## src/hdl/plist_pkg.sv

```systemverilog
`default_nettype none

package plist_pkg;

	localparam int OP_W     = 3;
	localparam int POS_W    = 7;
	localparam int DATA_W   = 32;
	localparam int STATUS_W = 2;

	typedef enum logic [OP_W-1:0] {
		OP_GET    = 3'd0,
		OP_CHANGE = 3'd1,
		OP_INSERT = 3'd2,
		OP_DELETE = 3'd3,
		OP_LOCATE = 3'd4,
		OP_PRIOR  = 3'd5,
		OP_NEXT   = 3'd6,
		OP_CLEAR  = 3'd7
	} op_t;

	typedef enum logic [STATUS_W-1:0] {
		ST_OK   = 2'd0,
		ST_BAD  = 2'd1,
		ST_FULL = 2'd2
	} status_t;

	typedef enum logic [1:0] {
		S_IDLE,
		S_WALK,
		S_PUT,
		S_DONE
	} state_t;

endpackage

`default_nettype wire

```

## src/hdl/plist_if.sv

```systemverilog
`default_nettype none

interface plist_req_if;
	logic                        valid;
	logic                        ready;
	logic [plist_pkg::OP_W-1:0]  op;
	logic [plist_pkg::POS_W-1:0] position;
	logic [plist_pkg::DATA_W-1:0] value;

	modport source (output valid, output op, output position, output value, input ready);
	modport sink   (input valid, input op, input position, input value, output ready);
endinterface

interface plist_rsp_if;
	logic                           valid;
	logic                           ready;
	logic [plist_pkg::STATUS_W-1:0] status;
	logic [plist_pkg::DATA_W-1:0]   data;
	logic [plist_pkg::POS_W-1:0]    found_position;
	logic [plist_pkg::POS_W-1:0]    list_length;
	logic                           is_empty;

	modport source (output valid, output status, output data, output found_position,
		output list_length, output is_empty, input ready);
	modport sink   (input valid, input status, input data, input found_position,
		input list_length, input is_empty, output ready);
endinterface

`default_nettype wire

```

## src/hdl/positional_list_engine_core.sv

```systemverilog
// Change, append, clear and rejected requests go straight to the result; get, delete
// and searches first walk the store, and a shifting insert walks it and then writes the
// new element in S_PUT. Elements read: 1 for get, count - position + 1 for insert and
// delete, up to count for locate, prior and next. One element passes the store per cycle.
// Requests are handled one at a time; a new one is taken once the result is registered.
// Reset clears the length, state, read valids, hit flag and response valid, not the store.
`default_nettype none

module positional_list_engine_core #(
	parameter int CAPACITY      = 64,
	parameter int ELEMENT_WIDTH = 32
) (
	input wire logic      clk,
	input wire logic      arst_n,
	plist_req_if.sink     req,
	plist_rsp_if.source   rsp
);

	localparam int AW = $clog2(CAPACITY);
	localparam int CW = $clog2(CAPACITY + 1);
	localparam int LW = ((CW > plist_pkg::POS_W) ? CW : plist_pkg::POS_W) + 1;
	localparam int EW = ELEMENT_WIDTH;
	localparam int DW = plist_pkg::DATA_W;

	plist_pkg::state_t  state_q, state_d;
	plist_pkg::op_t     op_q, op_d;
	plist_pkg::status_t wst_q, wst_d;

	logic [AW-1:0] pos0_q, pos0_d;
	logic [EW-1:0] val_q, val_d;
	logic [CW-1:0] count_q, count_d;
	logic          iss_q, iss_d;
	logic [AW-1:0] rd_addr_q, rd_addr_d;
	logic [AW-1:0] end_q, end_d;
	logic          vld_s1, vld_d;
	logic [AW-1:0] addr_s1, addr_s1_d;
	logic          hit_q, hit_d;
	logic [EW-1:0] prev_q, prev_d;
	logic [EW-1:0] wdat_q, wdat_d;
	logic [plist_pkg::POS_W-1:0] wfnd_q, wfnd_d;

	logic                           rsp_valid_q;
	logic [plist_pkg::STATUS_W-1:0] rsp_status_q;
	logic [DW-1:0]                  rsp_data_q;
	logic [plist_pkg::POS_W-1:0]    rsp_found_q;
	logic [plist_pkg::POS_W-1:0]    rsp_len_q;
	logic                           rsp_empty_q;

	logic          ram_we;
	logic [AW-1:0] ram_waddr;
	logic [EW-1:0] ram_wdata;
	logic [EW-1:0] ram_rdata;
	logic          load_out;
	logic          finish;

	logic [LW-1:0] pos_ext, cnt_ext, fnd_ext;
	logic [AW-1:0] p0_in, last_idx;
	logic [EW-1:0] val_in;
	logic          pos_ok, ins_ok, s1_end, match;

	plist_ram #(
		.WIDTH (EW),
		.DEPTH (CAPACITY)
	) u_store (
		.clk   (clk),
		.we    (ram_we),
		.waddr (ram_waddr),
		.wdata (ram_wdata),
		.raddr (rd_addr_q),
		.rdata (ram_rdata)
	);

	assign pos_ext  = LW'(req.position);
	assign cnt_ext  = LW'(count_q);
	assign pos_ok   = (pos_ext != '0) && (pos_ext <= cnt_ext);
	assign ins_ok   = (pos_ext != '0) && (pos_ext <= cnt_ext + 1'b1);
	assign p0_in    = AW'(pos_ext - 1'b1);
	assign last_idx = AW'(count_q - 1'b1);
	assign val_in   = EW'(req.value);
	assign s1_end   = (addr_s1 == end_q);
	assign match    = (ram_rdata == val_q);
	assign fnd_ext  = LW'(addr_s1) + 1'b1;

	assign req.ready = (state_q == plist_pkg::S_IDLE);

	always_comb begin
		state_d   = state_q;
		op_d      = op_q;
		pos0_d    = pos0_q;
		val_d     = val_q;
		count_d   = count_q;
		iss_d     = iss_q;
		rd_addr_d = rd_addr_q;
		end_d     = end_q;
		vld_d     = 1'b0;
		addr_s1_d = rd_addr_q;
		hit_d     = hit_q;
		prev_d    = prev_q;
		wst_d     = wst_q;
		wdat_d    = wdat_q;
		wfnd_d    = wfnd_q;
		ram_we    = 1'b0;
		ram_waddr = pos0_q;
		ram_wdata = val_q;
		load_out  = 1'b0;
		finish    = 1'b0;

		case (state_q)
			plist_pkg::S_IDLE: begin
				if (req.valid) begin
					op_d    = plist_pkg::op_t'(req.op);
					pos0_d  = p0_in;
					val_d   = val_in;
					hit_d   = 1'b0;
					wst_d   = plist_pkg::ST_BAD;
					wdat_d  = '0;
					wfnd_d  = '0;
					state_d = plist_pkg::S_DONE;
					case (plist_pkg::op_t'(req.op))
						plist_pkg::OP_GET: begin
							if (pos_ok) begin
								iss_d     = 1'b1;
								rd_addr_d = p0_in;
								end_d     = p0_in;
								state_d   = plist_pkg::S_WALK;
							end
						end
						plist_pkg::OP_CHANGE: begin
							if (pos_ok) begin
								ram_we    = 1'b1;
								ram_waddr = p0_in;
								ram_wdata = val_in;
								wst_d     = plist_pkg::ST_OK;
							end
						end
						plist_pkg::OP_INSERT: begin
							if (ins_ok) begin
								if (count_q == CW'(CAPACITY)) begin
									wst_d = plist_pkg::ST_FULL;
								end else if (pos_ext == cnt_ext + 1'b1) begin
									// append: nothing to shift
									ram_we    = 1'b1;
									ram_waddr = p0_in;
									ram_wdata = val_in;
									count_d   = count_q + 1'b1;
									wst_d     = plist_pkg::ST_OK;
								end else begin
									iss_d     = 1'b1;
									rd_addr_d = last_idx;
									end_d     = p0_in;
									state_d   = plist_pkg::S_WALK;
								end
							end
						end
						plist_pkg::OP_DELETE: begin
							if (pos_ok) begin
								iss_d     = 1'b1;
								rd_addr_d = p0_in;
								end_d     = last_idx;
								state_d   = plist_pkg::S_WALK;
							end
						end
						plist_pkg::OP_LOCATE, plist_pkg::OP_PRIOR, plist_pkg::OP_NEXT: begin
							if (count_q != '0) begin
								iss_d     = 1'b1;
								rd_addr_d = '0;
								end_d     = last_idx;
								state_d   = plist_pkg::S_WALK;
							end
						end
						plist_pkg::OP_CLEAR: begin
							count_d = '0;
							wst_d   = plist_pkg::ST_OK;
						end
						default: begin
							state_d = plist_pkg::S_DONE;
						end
					endcase
				end
			end

			plist_pkg::S_WALK: begin
				// issue side runs one read ahead of the compare/write side
				if (iss_q) begin
					vld_d = 1'b1;
					if (rd_addr_q == end_q) begin
						iss_d = 1'b0;
					end else if (op_q == plist_pkg::OP_INSERT) begin
						rd_addr_d = rd_addr_q - 1'b1;
					end else begin
						rd_addr_d = rd_addr_q + 1'b1;
					end
				end
				if (vld_s1) begin
					case (op_q)
						plist_pkg::OP_GET: begin
							wdat_d = ram_rdata;
							wst_d  = plist_pkg::ST_OK;
							finish = 1'b1;
						end
						plist_pkg::OP_INSERT: begin
							ram_we    = 1'b1;
							ram_waddr = addr_s1 + 1'b1;
							ram_wdata = ram_rdata;
							if (s1_end) begin
								state_d = plist_pkg::S_PUT;
							end
						end
						plist_pkg::OP_DELETE: begin
							if (addr_s1 == pos0_q) begin
								wdat_d = ram_rdata;
							end else begin
								ram_we    = 1'b1;
								ram_waddr = addr_s1 - 1'b1;
								ram_wdata = ram_rdata;
							end
							if (s1_end) begin
								count_d = count_q - 1'b1;
								wst_d   = plist_pkg::ST_OK;
								finish  = 1'b1;
							end
						end
						plist_pkg::OP_LOCATE: begin
							if (match) begin
								wfnd_d = fnd_ext[plist_pkg::POS_W-1:0];
								wst_d  = plist_pkg::ST_OK;
								finish = 1'b1;
							end else if (s1_end) begin
								finish = 1'b1;
							end
						end
						plist_pkg::OP_PRIOR: begin
							prev_d = ram_rdata;
							if (addr_s1 != '0 && match) begin
								wdat_d = prev_q;
								wst_d  = plist_pkg::ST_OK;
								finish = 1'b1;
							end else if (s1_end) begin
								finish = 1'b1;
							end
						end
						plist_pkg::OP_NEXT: begin
							// after a match the following element is already in flight
							if (hit_q) begin
								wdat_d = ram_rdata;
								wst_d  = plist_pkg::ST_OK;
								finish = 1'b1;
							end else if (match && !s1_end) begin
								hit_d = 1'b1;
							end else if (s1_end) begin
								finish = 1'b1;
							end
						end
						default: begin
							finish = 1'b1;
						end
					endcase
				end
				if (finish) begin
					// drop any read still in flight
					state_d = plist_pkg::S_DONE;
					iss_d   = 1'b0;
					vld_d   = 1'b0;
				end
			end

			plist_pkg::S_PUT: begin
				ram_we    = 1'b1;
				ram_waddr = pos0_q;
				ram_wdata = val_q;
				count_d   = count_q + 1'b1;
				wst_d     = plist_pkg::ST_OK;
				state_d   = plist_pkg::S_DONE;
			end

			plist_pkg::S_DONE: begin
				if (!rsp_valid_q || rsp.ready) begin
					load_out = 1'b1;
					state_d  = plist_pkg::S_IDLE;
				end
			end

			default: begin
				state_d = plist_pkg::S_IDLE;
			end
		endcase
	end

	always_ff @(posedge clk or negedge arst_n) begin
		if (!arst_n) begin
			state_q     <= plist_pkg::S_IDLE;
			count_q     <= '0;
			iss_q       <= 1'b0;
			vld_s1      <= 1'b0;
			hit_q       <= 1'b0;
			rsp_valid_q <= 1'b0;
		end else begin
			state_q <= state_d;
			count_q <= count_d;
			iss_q   <= iss_d;
			vld_s1  <= vld_d;
			hit_q   <= hit_d;
			if (load_out) begin
				rsp_valid_q <= 1'b1;
			end else if (rsp.ready) begin
				rsp_valid_q <= 1'b0;
			end
		end
	end

	always_ff @(posedge clk) begin
		op_q      <= op_d;
		pos0_q    <= pos0_d;
		val_q     <= val_d;
		rd_addr_q <= rd_addr_d;
		end_q     <= end_d;
		addr_s1   <= addr_s1_d;
		prev_q    <= prev_d;
		wst_q     <= wst_d;
		wdat_q    <= wdat_d;
		wfnd_q    <= wfnd_d;
		if (load_out) begin
			rsp_status_q <= wst_q;
			rsp_data_q   <= DW'(wdat_q);
			rsp_found_q  <= wfnd_q;
			rsp_len_q    <= cnt_ext[plist_pkg::POS_W-1:0];
			rsp_empty_q  <= (count_q == '0);
		end
	end

	assign rsp.valid          = rsp_valid_q;
	assign rsp.status         = rsp_status_q;
	assign rsp.data           = rsp_data_q;
	assign rsp.found_position = rsp_found_q;
	assign rsp.list_length    = rsp_len_q;
	assign rsp.is_empty       = rsp_empty_q;

`ifndef SYNTH
	a_count_bound: assert property (@(posedge clk) disable iff (!arst_n)
		count_q <= CW'(CAPACITY))
		else $error("list length exceeds capacity");

	a_write_in_list: assert property (@(posedge clk) disable iff (!arst_n)
		ram_we |-> (LW'(ram_waddr) <= cnt_ext))
		else $error("store write beyond the end of the list");

	a_idle_quiet: assert property (@(posedge clk) disable iff (!arst_n)
		(state_q == plist_pkg::S_IDLE) |-> (!iss_q && !vld_s1))
		else $error("read pipeline busy while taking a new transaction");

	a_put_after_walk: assert property (@(posedge clk) disable iff (!arst_n)
		(state_q == plist_pkg::S_PUT) |-> $past(state_q == plist_pkg::S_WALK)
		&& op_q == plist_pkg::OP_INSERT)
		else $error("insert write without a preceding shift");
`endif

endmodule

`default_nettype wire

```

## src/hdl/plist_ram.sv

```systemverilog
`default_nettype none

module plist_ram #(
	parameter int WIDTH = 32,
	parameter int DEPTH = 64
) (
	input  wire logic                     clk,
	input  wire logic                     we,
	input  wire logic [$clog2(DEPTH)-1:0] waddr,
	input  wire logic [WIDTH-1:0]         wdata,
	input  wire logic [$clog2(DEPTH)-1:0] raddr,
	output logic      [WIDTH-1:0]         rdata
);

	logic [WIDTH-1:0] mem [DEPTH];

	always_ff @(posedge clk) begin
		if (we) begin
			mem[waddr] <= wdata;
		end
		rdata <= mem[raddr];
	end

endmodule

`default_nettype wire
```

## src/flat_wrapper.sv

```systemverilog
// flat-port wrapper written by rule: the top's interface ports become plain ports
module positional_list_engine_core_flat 
#(
	parameter int CAPACITY      = 64,
	parameter int ELEMENT_WIDTH = 32
)
  (clk, arst_n, req_valid, req_op, req_position, req_value, req_ready, rsp_valid, rsp_status, rsp_data, rsp_found_position, rsp_list_length, rsp_is_empty, rsp_ready);
  plist_req_if req_i ();
  plist_rsp_if rsp_i ();
  input wire logic clk;
  input wire logic arst_n;
  input wire logic [$bits(req_i.valid)-1:0] req_valid;
  input wire logic [$bits(req_i.op)-1:0] req_op;
  input wire logic [$bits(req_i.position)-1:0] req_position;
  input wire logic [$bits(req_i.value)-1:0] req_value;
  output wire logic [$bits(req_i.ready)-1:0] req_ready;
  output wire logic [$bits(rsp_i.valid)-1:0] rsp_valid;
  output wire logic [$bits(rsp_i.status)-1:0] rsp_status;
  output wire logic [$bits(rsp_i.data)-1:0] rsp_data;
  output wire logic [$bits(rsp_i.found_position)-1:0] rsp_found_position;
  output wire logic [$bits(rsp_i.list_length)-1:0] rsp_list_length;
  output wire logic [$bits(rsp_i.is_empty)-1:0] rsp_is_empty;
  input wire logic [$bits(rsp_i.ready)-1:0] rsp_ready;
  assign req_i.valid = req_valid;
  assign req_i.op = req_op;
  assign req_i.position = req_position;
  assign req_i.value = req_value;
  assign req_ready = req_i.ready;
  assign rsp_valid = rsp_i.valid;
  assign rsp_status = rsp_i.status;
  assign rsp_data = rsp_i.data;
  assign rsp_found_position = rsp_i.found_position;
  assign rsp_list_length = rsp_i.list_length;
  assign rsp_is_empty = rsp_i.is_empty;
  assign rsp_i.ready = rsp_ready;
  positional_list_engine_core #(.CAPACITY(CAPACITY), .ELEMENT_WIDTH(ELEMENT_WIDTH)) u_core (.clk(clk), .arst_n(arst_n), .req(req_i), .rsp(rsp_i));
endmodule
```

## config.mk

```make
export PLATFORM = sky130hd
export DESIGN_NAME = positional_list_engine_core_flat
export DESIGN_NICKNAME = d
export VERILOG_FILES = /design/src/hdl/plist_pkg.sv /design/src/hdl/plist_if.sv /design/src/hdl/positional_list_engine_core.sv /design/src/hdl/plist_ram.sv /design/src/flat_wrapper.sv
export SDC_FILE = /design/constraint.sdc
export NUM_CORES = 2
export LEC_CHECK = 0
export BUFFER_PORTS_ARGS = -buffer_cell sky130_fd_sc_hd__buf_2
export CAP_MARGIN = 20
export CORE_ASPECT_RATIO = 0.75
export CORE_UTILIZATION = 57
export DETAILED_ROUTE_END_ITERATION = 6
export PLACE_DENSITY_LB_ADDON = 0.1
export SYNTH_ARGS = -nofsm -noshare
export SYNTH_HDL_FRONTEND = slang
export SYNTH_HIERARCHICAL = 1
export SYNTH_SLANG_ARGS = --single-unit
```

## constraint.sdc

```tcl
create_clock -name clk -period 7.1 [get_ports clk]
set_clock_uncertainty 0.05 [all_clocks]
set_input_delay 1.42 -clock clk [delete_from_list [all_inputs] [get_ports clk]]
set_output_delay 1.42 -clock clk [all_outputs]
set_load 0.05 [all_outputs]
```

Word level (Yosys, flattened, before mapping)
Memory sizes are Yosys's and may differ from the RTL's. A register that Yosys moved wholly into a read port is not among the register bits.
Index checks and enable logic that the tools add are counted.
Widths: inputs -> output; s select.
Word-level totals
  register bits: 194
  bits in writable memories: 2048
  logic and storage cells: 247
  bits of input ports: 46
  memories: 1
Operators by class
  multiplexer cells: 128
  equal/unequal tests: 55
  $add $sub $neg: 9
  reductions and logical operators: 31
  magnitude comparators: 2
Memories
  u_core.u_store.mem: words 64, bits a word 32, rd ports 1, clocked after Yosys merged registers in 1, write ports 1, line plist_ram.sv:15  | logic [WIDTH-1:0] mem [DEPTH];
Operator list (count)
  $mux 32: 12
  $pmux 32 s2: 4
  $pmux 32 s4: 1
  $mux 6: 21
  $mux 7: 11
  $pmux 6 s2: 4
  $mux 1: 39
  $mux 2: 19
  $eq 32x32->1: 1
  $pmux 7 s2: 2
  $ne 3x2->1 const B: 9
  $pmux 6 s4: 1
  $eq 3x3->1 const B: 7
  $pmux 7 s3: 1
  $eq 6x6->1: 3
  $ne 2x1->1 const B: 9
  $pmux 2 s3: 3
  $pmux 6 s3: 1
  $reduce_and 9->1: 2
  $sub 6x1->6 const B: 3
  $reduce_and 8->1: 2
  $ne 2x2->1 const B: 7
  $add 6x1->6 const B: 2
  $eq 3x2->1 const B: 4
  41 further kinds: 57

Logic depth before layout (Yosys ltp)
  word-level depth: 10
  depth in mapped cells: 19

Modules after synthesis
The synthesis kept the hierarchy.
By module, submodules not included
  plist_ram: instances 1, cells each 3511, area an instance 79039.6 um2
  positional_list_engine_core: instances 1, cells each 842, area an instance 9925.8 um2

Worst setup path after synthesis
No wires, ideal clock.
  path kind: input -> register
  start point: input port req_valid
  end point: register u_core.wdat_q[0] (enable)
  data required time: 6.455 ns
  slack: -0.196 ns
  data arrival time: 6.651 ns
  cell stages on the path: 2
  library setup time: 0.595 ns
  path through: o21ai_0 a2111oi_0
On the way
  word-level cells in the longest chain between the ends: 2
Ends and longest elaborated chain
  start: declaration: line flat_wrapper.sv:12  | input wire logic [$bits(req_i.valid)-1:0] req_valid;
  $ne 2x2->1 (no line)
  $reduce_and 7->1 (no line)
  end signal: assignment: line positional_list_engine_core.sv:320  | wdat_q <= wdat_d;
  end: declaration: line positional_list_engine_core.sv:39  | logic [EW-1:0] wdat_q, wdat_d;
Every way passes these cells.
A chain may end at the register's enable or synchronous reset.

Worst setup path after layout
  start point: input port req_position[0]
  end point: memory u_core.u_store.mem[28][3] (enable)
RTL lines
  start: declaration: line flat_wrapper.sv:14  | input wire logic [$bits(req_i.position)-1:0] req_position;
  $sub 6x1->6 (*): line positional_list_engine_core.sv:77  | assign p0_in = AW'(pos_ext - 1'b1);
  named net u_core.p0_in[0]: line positional_list_engine_core.sv:57  | logic [AW-1:0] p0_in, last_idx;
  $mux 6: line positional_list_engine_core.sv:140  | end else if (pos_ext == cnt_ext + 1'b1) begin
  $mux 6: line positional_list_engine_core.sv:138  | if (count_q == CW'(CAPACITY)) begin
  $mux 6: line positional_list_engine_core.sv:137  | if (ins_ok) begin
  $pmux 6 s2 (*): line positional_list_engine_core.sv:119  | case (plist_pkg::op_t'(req.op))
  $mux 6 (*): line positional_list_engine_core.sv:110  | if (req.valid) begin
  $pmux 6 s2 (*): line positional_list_engine_core.sv:108  | case (state_q)
  end: declaration: line plist_ram.sv:15
The timed path passes the listed nets; every way through them passes the cells marked *.

==> results by group <==
Cells and area
  • Area growth from synthesis to layout: 11.8%
  • Final Core Density: 64.2%
  • Share of layout cells above drive strength 1: 24.5%
  • Filler cell count: 10.4k
  • Non-Filler Cell Area, Final: 99,500 um^2
  • Multi-input logic area: 19,900 um^2
  • Nets: 4,667
  • Register area: 67,800 um^2

Floorplan
  • Total core area: 155,000 um^2
  • Die Ht: 344 um
  • Die ar.: 158,000 um^2
  • Core Rows: 125
  • I/O pins: 97
  • Die W: 458 um
  • Initial Util: 57.5%

Min path
  • HP Class: flop to flop
  • Hold_sp: u_core/wdat_q[20]
  • Hold depth: 0
  • Hold Path Sink: u_core/rsp.data[20]

Worst setup path
  • CP max FO: 17
  • CP cell instances: buf_2 > inv_1 > ha_1 > or3_1 > o21a_1 > o31ai_4 > o22ai_1 > a221o_1 > or3b_2 > or2_2 > nor2_4 > buf_4
  • Kind of cell adding the most delay to the critical path: simple AND/OR/NAND/NOR gates
  • Max incr delay on CP: 0.64 ns
  • Data required time of the critical path: 7.58 ns
  • WS Path Type: input port to flop
  • Critical path arrival: 6.32 ns
  • R2R Setup Slk: 1.30 ns
  • CP endpoint kind: flop
  • Slowest CP cell: o31ai_4
  • Critical path buffer and inverter count: 3
  • R2r endpoint: u_core/u_store/mem[28][3]
  • Crit start category: input port
  • R2R cell count: 15
  • RR Startpoint: u_core/count_q[0]

Synthesis
  • Ys async rst share: 0.572%
  • Post-synth top area cell: edfxtp_1
  • Most common cell in the netlist: edfxtp_1
  • Simple-gate portion of the synthesized area: 2.42%
  • Sequential area share after synthesis: 76.3%
  • Synth Area in Adders: 0.402%
  • Yosys top cell area share: 75.0%
  • Synth area leaders: edfxtp_1 75%, mux4_2 11%, mux2i_1 2.2%, a22oi_1 1.1%, dfxtp_1 0.86%
  • Ys Warns: 6
  • Synth unique cells: 84
  • XOR/XNOR Fraction of Synth Area: 0.719%
  • Cell count after synthesis: 4,353
  • Compound-Gate Fraction of Synth Area: 4.30%
  • Mapped Area: 89,000 um^2
  • EDFF count, synth: 2,223
  • Largest family of logic cells by synthesized area: multiplexers
  • Post-synth net total: 4,427
  • Top cells by count, synth: 2,223 x edfxtp_1, 446 x mux4_2, 197 x mux2i_1
  • Yosys reg bits: 2,274
  • Multiplexer share of the synthesized area: 13.9%
  • Mean post-synth cell area: 20.4 um^2
  • Prevailing post-synth register cell: edfxtp_1

CTS
  • CTS Buf Count: 207
  • Longest Clk Path Bufs: 3
  • CTS Sinks: 2,274
  • Post-CTS setup buffers: 0
  • CTS tree: yes
  • # resized after CTS: 0
  • H-tree levels: 4
  • Clk_lat worst skew: 0.84 ns
  • Worst-path clk slew: 0.06 ns
  • CTS Hold Bufs: 0
  • Clock Tree Root: clkbuf_16

Route
  • 1st-pass router iterations: 7
  • Via count: 45.8k
  • First DRT Iteration DRCs: 7,449
  • DRC Markers: 4
  • Antenna-violating nets left: 0
  • Routed Wire Length: 235 mm
  • DR WL/cell: 34.5 um
  • Via/cell ratio: 6.72

Timing
  • Final Slew Violations: 0
  • RSZ-0062 raised after global routing: false
  • Final Hold Fails: 0
  • # setup viols final: 0
  • Slew @ Worst Pin: 1.17 ns
  • Total negative slack: 0 ns
  • Normalized max-slew margin: 22.1%
  • FMAX: 171 MHz
  • Tmin final: 5.84 ns
  • Crit share post-route: 82.2%

Global route
  • Congestion Overflow GR: 0
  • First-pass GRT wire length: 330 mm
  • Pin count of the biggest net entering global routing: 103
  • Initial antenna violation count: 12
  • Vias in the first global route: 43.1k
  • GRT Total Usage: 30.1%

Run status
  • Failing checks: DRC
  • Status: complete, but fails checks

Pwr
  • PD cells: 439 nW/um^2
  • Max IR drop VDD: 0.000410 V
  • Lkg Pwr: 31.7 nW
  • Final Power: 0.0437 W

Place
  • GPL Wtd Cong: 0.943
  • Port bufs: 96
  • Placed cell area: 92,700 um^2
  • Hpwl dp: 144 mm

Flow run
  • Max-cap violations: 0
## stage by stage
step                      hold slack, ns  setup slack, ns  cells
after CTS                          0.367             1.36   6795
final                              0.366             1.26   6809
after floorplan                    0.350            0.901   4353
after global placement             0.352            0.585   6406
after detailed placement           0.355            0.481   6408
after global routing               0.374             1.09   6803
## final cells by class
type / count / area share, %
sequential: 2274 / 68.2
multi-input combinational: 1765 / 20.0
clock buffer: 269 / 5.57
tap: 2032 / 2.56
timing repair buffer: 275 / 2.28
clock inverter: 118 / 1.08
inverter: 70 / 0.279
antenna: 6 / 0.0151
## how the worst max path moves through the flow
stage | startpoint | endpoint | slack (ns) | depth (start not counted)
after floorplan | req_position[0] | u_core/u_store/mem[28][0] | 0.90 | 12
after global placement | req_position[0] | u_core/u_store/mem[28][2] | 0.59 | 12
final | req_position[0] | u_core/u_store/mem[28][3] | 1.26 | 12
after CTS | req_position[0] | u_core/u_store/mem[28][26] | 1.36 | 12
after detailed placement | req_position[0] | u_core/u_store/mem[28][2] | 0.48 | 12
after global routing | req_position[0] | u_core/u_store/mem[28][26] | 1.09 | 12
## flip-flops by register name, indices dropped and copies added (netlist names), 32 cells and up
name,cells
u_core/val_q,32
u_core/rsp.data,32
u_core/prev_q,32
u_core/u_store/rdata,32
u_core/wdat_q,32
u_core/u_store/mem,2048
## layer usage
metal / wire length (um) / share of wire (%) / track usage [%]
met5: 23 / 0.0098 / 0
met3: 27900 / 12 / 7.54
met4: 4980 / 2.1 / 7.03
met1: 99400 / 42 / 47.4
met2: 103000 / 44 / 42.5
## cell families (layout without fill, tap and decap cells)
family                   Yosys count  in the layout
adder cells (fa/ha/maj)           28             28
multiplexers                     675            675
buffers and inverters            314            732
flip-flops                      2274           2274
AO/OA/AOI/OAI                    532            532
AND/OR/NAND/NOR                  457            457
other                              0              6
XOR/XNOR                          73             73
## layout by cell type, fill, tap and decap left out, types with 17 or more instances in the layout
cell type	synthesis	routed
edfxtp_1	2223	2223
mux4_2	446	446
clkbuf_16	0	210
mux2i_1	197	197
buf_4	30	142
a22oi_1	129	129
nand2_1	125	124
buf_2	58	96
a21oi_1	88	88
nor2_4	0	66
nor2_1	133	65
nand3_1	62	62
clkbuf_1	96	53
clkinv_1	3	52
o22ai_1	52	52
clkinv_2	0	46
o21ai_0	46	46
xor2_1	40	40
dfxtp_1	38	38
inv_1	66	34
xnor2_1	33	33
a222oi_1	31	31
buf_12	3	31
a211oi_1	29	29
mux2_2	28	28
ha_1	27	26
a31oi_1	22	22
nor3_1	21	21
inv_2	1	20
bufinv_16	0	17
nor2b_1	22	17
o221ai_1	17	17
## power breakdown
group,switching [W],internal [W]
registers,0.000431,0.0174
clock network,0.00485,0.00612
logic,0.0104,0.00442
total,0.0157,0.0280
Note: power is estimated with default switching activity, not from simulation.
